`config.mk`:
```
export PLATFORM = sky130hd
export DESIGN_NAME = motor_speed_pid_controller
export DESIGN_NICKNAME = d
export VERILOG_FILES = /design/src/mspid_pkg.sv /design/src/mspid_div.sv /design/src/mspid_datapath.sv /design/src/mspid_ctrl.sv /design/src/motor_speed_pid_controller.sv
export VERILOG_INCLUDE_DIRS = /design/src /design/src/src
export SDC_FILE = /design/constraint.sdc
export NUM_CORES = 1
export LEC_CHECK = 0
export ABC_AREA = 1
export BUFFER_PORTS_ARGS = -buffer_cell sky130_fd_sc_hd__buf_2
export CORE_MARGIN = 4
export CORE_UTILIZATION = 40
export DETAILED_ROUTE_END_ITERATION = 12
export PLACE_DENSITY = 0.65
export SLEW_MARGIN = 20
export SYNTH_ARGS = -nofsm -noshare
export SYNTH_HDL_FRONTEND = slang
export SYNTH_SLANG_ARGS = --single-unit
```
`constraint.sdc`:
```
create_clock -name clk -period 7.1 [get_ports clk]
set_clock_uncertainty 0.1 [all_clocks]
set_input_delay 0.355 -clock clk [delete_from_list [all_inputs] [get_ports clk]]
set_output_delay 0.355 -clock clk [all_outputs]
set_load 0.01 [all_outputs]
```
`src/motor_speed_pid_controller_defines.svh`:
```
// Assertion macros for the motor speed PID controller.
// Each macro expects clk and arst_n in the scope of its use.
`ifndef MOTOR_SPEED_PID_CONTROLLER_DEFINES_SVH
`define MOTOR_SPEED_PID_CONTROLLER_DEFINES_SVH
`ifndef SYNTHESIS
// same-cycle implication
`define MSPID_ASSERT_IMPLY(lbl, ante, cons, msg) \
	lbl: assert property (@(posedge clk) disable iff (!arst_n) (ante) |-> (cons)) \
		else $error(msg);
// next-cycle implication
`define MSPID_ASSERT_NEXT(lbl, ante, cons, msg) \
	lbl: assert property (@(posedge clk) disable iff (!arst_n) (ante) |=> (cons)) \
		else $error(msg);
`else
`define MSPID_ASSERT_IMPLY(lbl, ante, cons, msg)
`define MSPID_ASSERT_NEXT(lbl, ante, cons, msg)
`endif
`endif

```
`src/mspid_pkg.sv`:
```
`timescale 1ns / 1ps
package mspid_pkg;

	// input word action codes
	localparam logic ACT_SAMPLE  = 1'b0;
	localparam logic ACT_CONTROL = 1'b1;

	// config register indexes
	localparam logic [2:0] REG_P_DIVISOR    = 3'd0;
	localparam logic [2:0] REG_I_GAIN       = 3'd1;
	localparam logic [2:0] REG_D_GAIN       = 3'd2;
	localparam logic [2:0] REG_SPEED_OFFSET = 3'd3;
	localparam logic [2:0] REG_SPEED_SCALE  = 3'd4;

	// reset values
	localparam logic [7:0] P_DIVISOR_RST    = 8'd5;
	localparam logic [7:0] I_GAIN_RST       = 8'd50;
	localparam logic [7:0] D_GAIN_RST       = 8'd50;
	localparam logic [7:0] SPEED_OFFSET_RST = 8'd28;
	localparam logic [7:0] SPEED_SCALE_RST  = 8'd9;
	localparam logic [7:0] DUTY_RST         = 8'd128;
	localparam logic [7:0] DUTY_MAX         = 8'd255;

	typedef enum logic [3:0] {
		ST_IDLE,
		ST_SPEED,
		ST_ERROR,
		ST_P_START,
		ST_P_WAIT,
		ST_I_ACC,
		ST_I_START,
		ST_I_WAIT,
		ST_D_START,
		ST_D_WAIT,
		ST_FINISH
	} mspid_state_t;

	typedef enum logic [1:0] {
		DIV_SRC_P,
		DIV_SRC_I,
		DIV_SRC_D
	} mspid_div_src_t;

	typedef struct packed {
		logic           sample;     // encoder pin sample
		logic           latch_req;  // capture set point
		logic           speed_mul;  // scale count, clear count
		logic           speed_err;  // clamp speed, form error
		logic           div_start;
		mspid_div_src_t div_src;
		logic           acc_add;    // add quotient into output sum
		logic           sum_add;    // error into running sum
		logic           d_update;   // store error for next derivative
		logic           finish;     // saturate, load output word
	} mspid_cmd_t;

	typedef struct packed {
		logic p_on;
		logic i_on;
		logic d_on;
		logic div_busy;
		logic div_done;
		logic out_busy;
	} mspid_status_t;

endpackage

```
`src/mspid_div.sv`:
```
`timescale 1ns / 1ps
module mspid_div #(
	parameter int SUM_BITS = 16
) (
	input  logic                clk,
	input  logic                arst_n,
	input  logic                start,
	input  logic [SUM_BITS-1:0] dividend,
	input  logic [8:0]          divisor,
	output logic [SUM_BITS-1:0] quotient,
	output logic                busy,
	output logic                done
);
	import mspid_pkg::*;

	localparam int CNT_W = $clog2(SUM_BITS + 1);

	logic                busy_q;
	logic                fix_q;
	logic                done_q;
	logic [CNT_W-1:0]    cnt_q;
	logic [8:0]          rem_q;
	logic [8:0]          dvs_q;
	logic [SUM_BITS-1:0] quo_q;
	logic [SUM_BITS-1:0] res_q;
	logic                neg_q;

	logic [9:0]          trial;
	logic [9:0]          trial_sub;
	logic                ge;
	logic [SUM_BITS-1:0] dvd_mag;

	// restoring division on magnitudes, sign fixed at the end (truncates to zero)
	assign trial     = {rem_q, quo_q[SUM_BITS-1]};
	assign trial_sub = trial - {1'b0, dvs_q};
	assign ge        = (trial >= {1'b0, dvs_q});
	assign dvd_mag   = dividend[SUM_BITS-1] ? ({SUM_BITS{1'b0}} - dividend) : dividend;

	always_ff @(posedge clk or negedge arst_n) begin
		if (!arst_n) begin
			busy_q <= 1'b0;
			fix_q  <= 1'b0;
			done_q <= 1'b0;
			cnt_q  <= '0;
		end else begin
			done_q <= 1'b0;
			fix_q  <= 1'b0;
			if (start) begin
				busy_q <= 1'b1;
				cnt_q  <= CNT_W'(SUM_BITS);
			end else if (busy_q) begin
				cnt_q <= cnt_q - CNT_W'(1);
				if (cnt_q == CNT_W'(1)) begin
					busy_q <= 1'b0;
					fix_q  <= 1'b1;
				end
			end else if (fix_q) begin
				done_q <= 1'b1;
			end
		end
	end

	always_ff @(posedge clk) begin
		if (start) begin
			rem_q <= '0;
			dvs_q <= divisor;
			quo_q <= dvd_mag;
			neg_q <= dividend[SUM_BITS-1];
		end else if (busy_q) begin
			rem_q <= ge ? trial_sub[8:0] : trial[8:0];
			quo_q <= {quo_q[SUM_BITS-2:0], ge};
		end
		if (fix_q) begin
			res_q <= neg_q ? ({SUM_BITS{1'b0}} - quo_q) : quo_q;
		end
	end

	assign quotient = res_q;
	assign busy     = busy_q | fix_q;
	assign done     = done_q;

endmodule

```
`src/mspid_datapath.sv`:
```
`timescale 1ns / 1ps
module mspid_datapath #(
	parameter int SUM_BITS = 16
) (
	input  logic                    clk,
	input  logic                    arst_n,
	input  mspid_pkg::mspid_cmd_t   cmd,
	output mspid_pkg::mspid_status_t st,
	input  logic                    pin_level,
	input  logic [7:0]              required_speed,
	input  logic                    cfg_we,
	input  logic [2:0]              cfg_index,
	input  logic [7:0]              cfg_data,
	input  logic                    out_stall,
	output logic                    out_valid,
	output logic [7:0]              pwm_duty,
	output logic [7:0]              measured_speed,
	output logic                    clamped
);
	import mspid_pkg::*;

	localparam int ACC_W = SUM_BITS + 2;
	localparam logic signed [ACC_W-1:0] ACC_MAX = ACC_W'(DUTY_MAX);

	// config registers
	logic [7:0] p_div_q, i_gain_q, d_gain_q, offset_q, scale_q;

	// controller state
	logic                       prev_pin_q;
	logic [7:0]                 count_q;
	logic [7:0]                 ctl_q;
	logic signed [SUM_BITS-1:0] sum_q;
	logic signed [8:0]          prev_err_q;

	// per-step working registers
	logic [7:0]              req_q;
	logic signed [17:0]      prod_q;
	logic signed [8:0]       error_q;
	logic signed [ACC_W-1:0] acc_q;

	// output word
	logic       out_valid_q;
	logic [7:0] duty_out_q, speed_out_q;
	logic       clamp_out_q;

	logic signed [8:0]          cnt_diff;
	logic signed [17:0]         prod;
	logic [7:0]                 speed_sat;
	logic signed [SUM_BITS-1:0] err_ext;
	logic signed [9:0]          d_diff;
	logic [SUM_BITS-1:0]        dvd;
	logic [8:0]                 dvs;
	logic [SUM_BITS-1:0]        quo;
	logic                       div_busy, div_done;
	logic [7:0]                 duty_next;
	logic                       clamp_next;

	assign cnt_diff = $signed({1'b0, count_q}) - $signed({1'b0, offset_q});
	assign prod     = 18'(cnt_diff) * 18'($signed({1'b0, scale_q}));
	assign err_ext  = {{(SUM_BITS-9){error_q[8]}}, error_q};
	assign d_diff   = {error_q[8], error_q} - {prev_err_q[8], prev_err_q};

	always_comb begin
		if (prod_q[17]) begin
			speed_sat = 8'd0;
		end else if (prod_q > 18'sd255) begin
			speed_sat = DUTY_MAX;
		end else begin
			speed_sat = prod_q[7:0];
		end
	end

	always_comb begin
		case (cmd.div_src)
			DIV_SRC_I: begin
				dvd = sum_q;
				dvs = {1'b0, i_gain_q} + 9'd1;
			end
			DIV_SRC_D: begin
				dvd = {{(SUM_BITS-10){d_diff[9]}}, d_diff};
				dvs = {1'b0, d_gain_q} + 9'd1;
			end
			default: begin
				dvd = err_ext;
				dvs = {1'b0, p_div_q};
			end
		endcase
	end

	mspid_div #(
		.SUM_BITS(SUM_BITS)
	) u_div (
		.clk     (clk),
		.arst_n  (arst_n),
		.start   (cmd.div_start),
		.dividend(dvd),
		.divisor (dvs),
		.quotient(quo),
		.busy    (div_busy),
		.done    (div_done)
	);

	always_comb begin
		if (acc_q[ACC_W-1]) begin
			duty_next  = 8'd0;
			clamp_next = 1'b1;
		end else if (acc_q > ACC_MAX) begin
			duty_next  = DUTY_MAX;
			clamp_next = 1'b1;
		end else begin
			duty_next  = acc_q[7:0];
			clamp_next = 1'b0;
		end
	end

	always_ff @(posedge clk or negedge arst_n) begin
		if (!arst_n) begin
			p_div_q     <= P_DIVISOR_RST;
			i_gain_q    <= I_GAIN_RST;
			d_gain_q    <= D_GAIN_RST;
			offset_q    <= SPEED_OFFSET_RST;
			scale_q     <= SPEED_SCALE_RST;
			prev_pin_q  <= 1'b0;
			count_q     <= '0;
			ctl_q       <= DUTY_RST;
			sum_q       <= '0;
			prev_err_q  <= '0;
			out_valid_q <= 1'b0;
		end else begin
			if (cfg_we) begin
				unique case (cfg_index)
					REG_P_DIVISOR:    p_div_q  <= cfg_data;
					REG_I_GAIN:       i_gain_q <= cfg_data;
					REG_D_GAIN:       d_gain_q <= cfg_data;
					REG_SPEED_OFFSET: offset_q <= cfg_data;
					REG_SPEED_SCALE:  scale_q  <= cfg_data;
					default: ;
				endcase
			end
			if (cmd.sample) begin
				if (!prev_pin_q && pin_level) begin
					count_q <= count_q + 8'd1;
				end
				prev_pin_q <= pin_level;
			end
			if (cmd.speed_mul) begin
				count_q <= '0;
			end
			if (cmd.sum_add) begin
				sum_q <= sum_q + err_ext;
			end
			if (cmd.d_update) begin
				prev_err_q <= error_q;
			end
			if (cmd.finish) begin
				ctl_q       <= duty_next;
				out_valid_q <= 1'b1;
				// anti-windup: back the error out of the sum
				if (clamp_next) begin
					sum_q <= sum_q - err_ext;
				end
			end else if (!out_stall) begin
				out_valid_q <= 1'b0;
			end
		end
	end

	always_ff @(posedge clk) begin
		if (cmd.latch_req) begin
			req_q <= required_speed;
		end
		if (cmd.speed_mul) begin
			prod_q <= prod;
		end
		if (cmd.speed_err) begin
			error_q <= $signed({1'b0, req_q}) - $signed({1'b0, speed_sat});
			acc_q   <= ACC_W'(ctl_q);
		end
		if (cmd.acc_add) begin
			acc_q <= acc_q + {{2{quo[SUM_BITS-1]}}, quo};
		end
		if (cmd.finish) begin
			duty_out_q  <= duty_next;
			speed_out_q <= speed_sat;
			clamp_out_q <= clamp_next;
		end
	end

	assign st.p_on     = (p_div_q != 8'd0);
	assign st.i_on     = (i_gain_q != 8'd0);
	assign st.d_on     = (d_gain_q != 8'd0);
	assign st.div_busy = div_busy;
	assign st.div_done = div_done;
	assign st.out_busy = out_valid_q & out_stall;

	assign out_valid      = out_valid_q;
	assign pwm_duty       = duty_out_q;
	assign measured_speed = speed_out_q;
	assign clamped        = clamp_out_q;

endmodule

```
`src/mspid_ctrl.sv`:
```
`timescale 1ns / 1ps
module mspid_ctrl (
	input  logic                     clk,
	input  logic                     arst_n,
	input  logic                     in_valid,
	output logic                     in_stall,
	input  logic                     action,
	input  mspid_pkg::mspid_status_t st,
	output mspid_pkg::mspid_cmd_t    cmd
);
	import mspid_pkg::*;

	mspid_state_t state_q, state_next;

	always_ff @(posedge clk or negedge arst_n) begin
		if (!arst_n) begin
			state_q <= ST_IDLE;
		end else begin
			state_q <= state_next;
		end
	end

	always_comb begin
		state_next = state_q;
		unique case (state_q)
			ST_IDLE: begin
				if (in_valid && action == ACT_CONTROL) begin
					state_next = ST_SPEED;
				end
			end
			ST_SPEED:   state_next = ST_ERROR;
			ST_ERROR:   state_next = ST_P_START;
			ST_P_START: state_next = st.p_on ? ST_P_WAIT : ST_I_ACC;
			ST_P_WAIT: begin
				if (st.div_done) begin
					state_next = ST_I_ACC;
				end
			end
			ST_I_ACC:   state_next = st.i_on ? ST_I_START : ST_D_START;
			ST_I_START: state_next = ST_I_WAIT;
			ST_I_WAIT: begin
				if (st.div_done) begin
					state_next = ST_D_START;
				end
			end
			ST_D_START: state_next = st.d_on ? ST_D_WAIT : ST_FINISH;
			ST_D_WAIT: begin
				if (st.div_done) begin
					state_next = ST_FINISH;
				end
			end
			ST_FINISH: begin
				if (!st.out_busy) begin
					state_next = ST_IDLE;
				end
			end
			default: state_next = ST_IDLE;
		endcase
	end

	always_comb begin
		cmd      = '0;
		cmd.div_src = DIV_SRC_P;
		in_stall = 1'b1;
		unique case (state_q)
			ST_IDLE: begin
				in_stall = 1'b0;
				if (in_valid) begin
					cmd.sample    = (action == ACT_SAMPLE);
					cmd.latch_req = (action == ACT_CONTROL);
				end
			end
			ST_SPEED: cmd.speed_mul = 1'b1;
			ST_ERROR: cmd.speed_err = 1'b1;
			ST_P_START: begin
				cmd.div_start = st.p_on;
				cmd.div_src   = DIV_SRC_P;
			end
			ST_P_WAIT: cmd.acc_add = st.div_done;
			ST_I_ACC:  cmd.sum_add = st.i_on;
			ST_I_START: begin
				cmd.div_start = 1'b1;
				cmd.div_src   = DIV_SRC_I;
			end
			ST_I_WAIT: cmd.acc_add = st.div_done;
			ST_D_START: begin
				cmd.div_start = st.d_on;
				cmd.div_src   = DIV_SRC_D;
			end
			ST_D_WAIT: begin
				cmd.acc_add  = st.div_done;
				cmd.d_update = st.div_done;
			end
			ST_FINISH: cmd.finish = !st.out_busy;
			default: ;
		endcase
	end

endmodule

```
`src/motor_speed_pid_controller.sv`:
```
`timescale 1ns / 1ps
// Motor speed PID controller with anti-windup. Input words either sample the
// encoder pin (action 0: a rising pin level bumps an 8-bit wrapping pulse
// count, no output word) or run one control step (action 1: the count becomes
// measured_speed = speed_scale*(count-speed_offset) clamped to 0..255, the
// count clears, and the duty moves by error/p_divisor, error_sum/(i_gain+1)
// and (error-previous_error)/(d_gain+1), each truncated toward zero; a zero
// gain skips its term). The duty saturates to 0..255, and on saturation the
// error is removed from the SUM_BITS wide wrapping error sum and clamped is
// set. A control step runs its divisions on one shared radix-2 divider that
// serves all three in turn; a disabled term skips its division. No new
// input word is taken until the step is done. The final step also waits
// while an earlier word is stalled in the output register. A finished word
// sits in the output register while the next words are taken in. Config
// registers (index 0..4: p_divisor, i_gain, d_gain, speed_offset,
// speed_scale) are always ready and are meant to be written while idle.
`include "motor_speed_pid_controller_defines.svh"
module motor_speed_pid_controller #(
	parameter int SUM_BITS = 16    // error sum width, 16..32
) (
	input  logic       clk,
	input  logic       arst_n,
	// input words
	input  logic       in_valid,
	output logic       in_stall,
	input  logic       action,
	input  logic       pin_level,
	input  logic [7:0] required_speed,
	// output words
	output logic       out_valid,
	input  logic       out_stall,
	output logic [7:0] pwm_duty,
	output logic [7:0] measured_speed,
	output logic       clamped,
	// config writes
	input  logic       cfg_valid,
	output logic       cfg_ready,
	input  logic [2:0] cfg_index,
	input  logic [7:0] cfg_data
);
	import mspid_pkg::*;

	mspid_cmd_t    cmd;
	mspid_status_t st;

	// config path has no backpressure
	assign cfg_ready = 1'b1;

	// sequencer: walks speed, P, I, D and saturation steps
	mspid_ctrl u_ctrl (
		.clk     (clk),
		.arst_n  (arst_n),
		.in_valid(in_valid),
		.in_stall(in_stall),
		.action  (action),
		.st      (st),
		.cmd     (cmd)
	);

	// registers, speed multiplier, divider and output word
	mspid_datapath #(
		.SUM_BITS(SUM_BITS)
	) u_dp (
		.clk           (clk),
		.arst_n        (arst_n),
		.cmd           (cmd),
		.st            (st),
		.pin_level     (pin_level),
		.required_speed(required_speed),
		.cfg_we        (cfg_valid & cfg_ready),
		.cfg_index     (cfg_index),
		.cfg_data      (cfg_data),
		.out_stall     (out_stall),
		.out_valid     (out_valid),
		.pwm_duty      (pwm_duty),
		.measured_speed(measured_speed),
		.clamped       (clamped)
	);

	// a clamped word always sits on a rail
	`MSPID_ASSERT_IMPLY(a_clamp_rail, out_valid && clamped, pwm_duty == 8'd0 || pwm_duty == 8'd255, "clamped duty off rail")
	// divider is only started when free
	`MSPID_ASSERT_IMPLY(a_div_free, cmd.div_start, !st.div_busy && !st.div_done, "divider restarted while busy")
	// finishing a step always presents a word next cycle
	`MSPID_ASSERT_NEXT(a_finish_out, cmd.finish, out_valid, "finished step lost its output word")

endmodule

```
==> key figures, run 1 <==
Run status
  • Status: complete, no violations

Logic synthesis
  • Syn Area/Cell: 8.10 sq um
  • Syn_nets: 2216
  • Synth Area in XOR/XNOR: 0.0363
  • Largest family of logic cells by synthesized area: simple AND/OR/NAND/NOR gates
  • Cell Area, Synth: 16200 sq um
  • Cells after synthesis: 1996
  • Synth Area in Adders: 0.180
  • Main flop type after synthesis: edfxtp_1
  • Synth unique cells: between 50 and 60
  • Post-synth EDFFs: around 110
  • Seq/Total Area, Yosys: 0.367
  • Post-synthesis mux area share: 0.00124
  • Simple-Gate Fraction of Synth Area: 0.194
  • Async SR Flop Fraction: 0.440
  • Post-synthesis compound-gate area fraction: 0.125
  • Warnings, synthesis: 0
  • Seq cells post-synth: 216

Timing
  • Max-slew violation count: 0
  • Fin crit period: 6.24 ns
  • Endpoints failing setup: 0
  • Max Clock Freq: 0.160 GHz
  • Fin crit share: 0.879
  • Hold Vio Cnt, Final: 0
  • Setup tns final: 0 ns
  • RSZ-0062 raised after global routing: false
  • Final worst setup slack: between 0.8 and 0.9 ns
  • Worst slew pin tran: 0.988 ns
  • Worst slew margin relative to its limit: 0.342

Final layout
  • Area grow syn2layout: 10.8%
  • Share of layout cells above drive strength 1: 0.0703
  • Fillers: 3951
  • Final non-filler cell total: between 2000 and 3000
  • Commonest non-fill, non-tap cell in the layout: nand2_1
  • Nets: 2264
  • Ant diodes: 0
  • Most frequent cells in the layout: nand2_1 (424), inv_1 (342), o21ai_0 (182)

Die
  • Die footprint: 43700 sq um
  • Die Y: roughly 210 um
  • Initial Util: 0.406
  • I/O pins: 46
  • Die width: between 200 and 250 um
  • Placeable core area: between 30000 and 40000 sq um
  • FP Rows: 73

Worst setup path
  • RR Endpoint: u_dp.prod_q[16]
  • Reg2reg setup slack: 0.86 ns
  • R2r startpoint: u_dp.offset_q[2]
  • CP startpoint kind: flip-flop
  • Worst r2r path cells: 31
  • CP Capture Type: flip-flop
  • Crit path to: u_dp.prod_q[16]
  • Slowest Stage Delay on Critical Path: 0.54 ns
  • Most frequent CP cell: nand2_1
  • WP data required: 7.29 ns
  • Slowest-stage cell, CP: fa_1
  • Crit Path Category: flip-flop to flip-flop
  • CP startpoint: u_dp.offset_q[2]
  • Crit-path max FO: 5
  • CP arrival: roughly 6.4 ns

Placed design
  • DP HPWL: approximately 28000 um
  • Pre-CTS setup slack: 0.871 ns
  • Placed Instances: 2531
  • GP Congestion: between 0.9 and 1
  • Port Buffers: 44

Worst hold path
  • Hold Path Depth: 3
  • Min-delay worst type: primary input to flip-flop

Clock tree
  • Clk sinks: between 200 and 250
  • CTS tree: built
  • CTS resizes: 0
  • CTS buffer count: 26
  • CTS clk-pin slew, worst paths: 0.07 ns
  • CTS root buf: clkbuf_16
  • CTS max path bufs: 3
  • Hold_buf cts: 10
  • H-tree levels: 1
  • Setup bufs post-CTS: 0
  • Worst skew pair latency: around 0.54 ns

Route
  • Final WL: 36500 um
  • Post-route ant nets: 0
  • DRC: 0
  • Initial DRT Pass Iterations: 7
  • Routed length per instance: about 14 um
  • Vias per cell: between 5 and 6
  • Initial detailed-routing violation count: 938
  • Total number of vias: ~13000

Global routing
  • Largest net degree at the start of global routing: 71
  • First-pass GRT wire length: 62000 um
  • GRT Total Usage: 0.167
  • Number of global-route vias before repair: about 13000
  • GR Overflow Total: 0
  • Initial antenna violation count: 0

Job
  • MaxCap Viol Count: 0
## logic make-up after synthesis
kind of cell	Yosys count
simple gates	748
buf+inv	396
compound gates	372
flops	216
fa+ha+maj	194
xor+xnor	67
mux	2
other cells	1
## Yosys cell counts (4+ instances only)
library cell,count,share of area
a211oi_1,5,0.0023
a21boi_0,4,0.0019
a21oi_1,118,0.037
a31oi_1,13,0.0050
buf_2,12,0.0037
buf_4,5,0.0023
clkbuf_1,21,0.0049
dfrtp_1,81,0.13
dfstp_2,14,0.023
dfxtp_1,9,0.011
edfxtp_1,112,0.21
fa_1,65,0.081
ha_1,129,0.10
inv_1,342,0.079
inv_2,11,0.0026
nand2_1,424,0.098
nand2_2,6,0.0023
nand3_1,86,0.027
nand3b_1,6,0.0028
nand4_1,17,0.0066
nor2_1,158,0.037
nor3_1,14,0.0043
nor3b_1,4,0.0019
nor4_1,11,0.0043
o211ai_1,6,0.0028
o21ai_0,183,0.057
o21ai_1,7,0.0022
o21bai_1,7,0.0033
o22ai_1,7,0.0027
o31ai_1,6,0.0028
or2_2,6,0.0023
xnor2_1,19,0.010
xor2_1,48,0.026
## through the flow
step | cell area [sq um] | util | hold slack [ns]
finish | 17900 | 0.450 | 0.0811
global placement | 16900 | 0.424 | 0.199
detailed placement | 16900 | 0.424 | 0.209
CTS | 17900 | 0.450 | 0.0583
floorplan | 16200 | - | -0.0406
global route | 17900 | 0.450 | 0.0773
## worst min-delay path by stage
stage / end / startpoint
after floorplan: u_ctrl.state_q[0] / arst_n
after global placement: u_dp.sum_q[10] / arst_n
after detailed placement: u_dp.sum_q[10] / arst_n
after CTS: u_dp.out_valid / out_stall
after global routing: u_dp.offset_q[2] / cfg_data[2]
final: u_dp.d_gain_q[4] / cfg_data[4]
## final cells by class
cell class / instances / area, sq um / share of cell area
clock buffers: 34 / 743 / 0.0415
clock inverters: 13 / 173 / 0.00964
inverters: 357 / 1350 / 0.0751
multi-input cells: 1384 / 8690 / 0.485
flip-flops and latches: 216 / 5940 / 0.332
well taps: 525 / 657 / 0.0367
repair buffers: 59 / 360 / 0.0201
## layer usage
| layer | routed length (um) | GRT usage | vias up |
|---|---|---|---|
| met5 | 0 | 0 | - |
| met3 | 1510 | 0.0222 | 60 |
| met1 | 16600 | 0.222 | 6117 |
| met2 | 17700 | 0.291 | 264 |
| li1 | - | - | 6593 |
| met4 | 790 | 0.0374 | 0 |
## worst max-delay path: cells and delay by family (launching register included)
family	cells	cell delay [ns]
buf+inv	5	0.30
compound gates	7	1.29
xor+xnor	1	0.08
fa+ha+maj	6	2.66
simple gates	12	1.07
flops	1	0.53
## sequential cells by signal, summed over array words and instances, names as in the netlist, 8 cells and up
| register | cells |
|---|---|
| u_dp.scale_q | 8 |
| u_dp.ctl_q | 8 |
| u_dp.error_q | 9 |
| u_dp.d_gain_q | 8 |
| u_dp.u_div.dvs_q | 9 |
| u_dp.p_div_q | 8 |
| u_dp.pwm_duty | 8 |
| u_dp.prev_err_q | 9 |
| u_dp.count_q | 8 |
| u_dp.acc_q | 18 |
| u_dp.u_div.quo_q | 16 |
| u_dp.prod_q | 18 |
| u_dp.i_gain_q | 8 |
| u_dp.req_q | 8 |
| u_dp.measured_speed | 8 |
| u_dp.u_div.rem_q | 9 |
| u_dp.sum_q | 16 |
| u_dp.offset_q | 8 |
| u_dp.u_div.quotient | 16 |
Power of run 1 is not shown: default switching activity piles up to over one toggle a cycle in this logic, so the estimate is an artifact.
==> run 2, diff against run 1 <==
- SYNTH_HIERARCHICAL: unset -> 1
==> run 2 against run 1 <==
Net effect:
- first-iteration DRC count rose by 1.9%
- routed wire length up 11%
- area after synthesis increased by 6.4%
- final cell count up 10%
- fmax grew 10%
- non-clock buffer count is 1 lower
- hold slack got worse by 0.035 ns
- critical path depth is 9 lower
- via count is 10% higher
- register-to-register slack better by 0.57 ns
- critical path type unchanged
- highest routed layer unchanged
==> key figures, run 2 <==
Clock tree
  • Worst skew pair latency: 0.54 ns (about the same)
  • Setup bufs post-CTS: 0 (unchanged)
  • CTS clk-pin slew, worst paths: 0.06 ns (about the same)
  • Clk sinks: 216 (unchanged)
  • CTS buffer count: 26 (unchanged)
  • CTS tree: built
  • CTS root buf: clkbuf_16
  • CTS resizes: 0 (unchanged)
  • CTS max path bufs: 3 (unchanged)
  • Hold_buf cts: 11 (+1)
  • H-tree levels: 1 (unchanged)

Route
  • Total number of vias: 14400 (+10%)
  • Vias per cell: 5.04 (+0.14%)
  • Post-route ant nets: 0 (unchanged)
  • DRC: 0 (unchanged)
  • Initial detailed-routing violation count: 956 (+1.9%)
  • Final WL: 40600 um (+11%)
  • Routed length per instance: 14.3 um (+1.0%)
  • Initial DRT Pass Iterations: 5 (-2)

Timing
  • Setup tns final: 0 ns (unchanged)
  • Hold WS: 0.0461 ns (-0.0349 ns)
  • Final worst setup slack: 1.43 ns (+0.573 ns)
  • RSZ-0062 raised after global routing: false
  • Fin crit share: 0.799 (-0.0807)
  • Max-slew violation count: 0 (unchanged)
  • Worst slew pin tran: 1.06 ns (+0.0715 ns)
  • Worst slew margin relative to its limit: 0.291 (-0.0503)
  • Hold Vio Cnt, Final: 0 (unchanged)
  • Endpoints failing setup: 0 (unchanged)
  • Max Clock Freq: 0.176 GHz (+10%)
  • Fin crit period: 5.67 ns (-0.573 ns)

Worst setup path
  • CP startpoint kind: flip-flop
  • WP data required: 7.27 ns (-0.02 ns)
  • Worst path cell trace: inv_1, ha_1, fa_1, nand3b_1, nand2_1, nand4_1, nand2_1, inv_1, nand2_1, fa_1, xor2_1, ha_1, inv_1, fa_1, fa_1, inv_1, ha_1, a21oi_1, nor2_1, a211oi_1, nand2_1, xnor2_1
  • R2r startpoint: u_dp/count_q[0]
  • Crit Path Category: flip-flop to flip-flop
  • CP arrival: 5.84 ns (-0.60 ns)
  • Slowest Stage Delay on Critical Path: 0.55 ns (about the same)
  • Crit-path max FO: 6 (+1)
  • CP startpoint: u_dp/count_q[0]
  • Slowest-stage cell, CP: fa_1
  • CP Capture Type: flip-flop
  • Reg2reg setup slack: 1.43 ns (+0.57 ns)

Placed design
  • Pre-CTS setup slack: 1.44 ns (+0.571 ns)
  • GP Congestion: 0.919 (+1.6%)
  • DP HPWL: 31700 um (+12%)
  • Port Buffers: 44 (unchanged)

Die
  • I/O pins: 46 (unchanged)
  • Initial Util: 0.407 (+0.00139)
  • FP Rows: 75 (+2.7%)
  • Die footprint: 46400 sq um (+6.2%)
  • Die width: 215 um (+3.0%)
  • Placeable core area: 42200 sq um (+6.0%)
  • Die Y: 215 um (+3.0%)

Final layout
  • Nets: 2507 (+11%)
  • Top Registers: u_dp/acc_q: 18 flops, u_dp/prod_q: 18 flops
  • Util after Layout: 0.445 (-0.00454)
  • Commonest non-fill, non-tap cell in the layout: nand2_1
  • Ant diodes: 0 (unchanged)
  • Share of layout cells above drive strength 1: 0.0676 (-0.00267)
  • Area grow syn2layout: 9.30%
  • Most frequent cells in the layout: nand2_1 (554), inv_1 (383), nor2_1 (194)

Worst hold path
  • Min-delay worst type: primary input to flip-flop
  • Hold Crit Start: action

Global routing
  • First-pass GRT wire length: 67700 um (+9.3%)
  • Largest net degree at the start of global routing: 71 (unchanged)
  • Initial antenna violation count: 0 (unchanged)
  • GR Overflow Total: 0 (unchanged)
  • Number of global-route vias before repair: 14000 (+8.2%)
  • GRT Total Usage: 0.173 (+0.00613)

Logic synthesis
  • Cells after synthesis: 2251 (+13%)
  • Warnings, synthesis: 6 (+6)
  • Syn_nets: 2471 (+12%)
  • Cell Area, Synth: 17200 sq um (+6.4%)
  • Syn Area/Cell: 7.64 sq um (-5.7%)

Run status
  • Status: complete, no violations

Job
  • MaxCap Viol Count: 0 (unchanged)
## run 2: worst paths after layout
kind / to / depth (start not counted)
worst min register to register: u_dp/u_div/rem_q[5] / 2
worst max register to register: u_dp/prod_q[17] / 22
max in group asynchronous: u_dp/p_div_q[6] / 3
min in group asynchronous: u_dp/sum_q[10] / 2
worst max-delay path: u_dp/prod_q[17] / 22
worst min-delay path: u_dp/prev_pin_q / 3
## run 2: critical path, delay by kind of cell, from the launching register on
family	cells	cell delay, ns
buf+inv	4	0.43
xor+xnor	2	0.32
compound gates	2	0.41
fa+ha+maj	7	2.88
simple gates	7	0.88
flops	1	0.37
## run 2: layout make-up
class | instances | area [sq um]
inverters | 395 | 1480
repair buffers | 58 | 355
clock inverters | 8 | 75.1
clock buffers | 40 | 764
fillers | 4218 | 23400
well taps | 539 | 674
multi-input cells | 1590 | 9510
flip-flops and latches | 216 | 5940
## run 2: per-stage QoR
stage               instance area (sq um)  instances
detailed placement                  17800       2787
CTS                                 18800       2846
global placement                    17800       2787
global route                        18800       2846
floorplan                           17200       2251
finish                              18800       2846
## run 2: metal layers
| layer | track usage | vias up | routed length [um] |
|---|---|---|---|
| met4 | 0.0412 | 0 | 889 |
| li1 | - | 7306 | - |
| met5 | 0 | - | 0 |
| met3 | 0.0275 | 72 | 2130 |
| met1 | 0.229 | 6639 | 18300 |
| met2 | 0.298 | 336 | 19300 |
Power of run 2 is left out for the same reason.
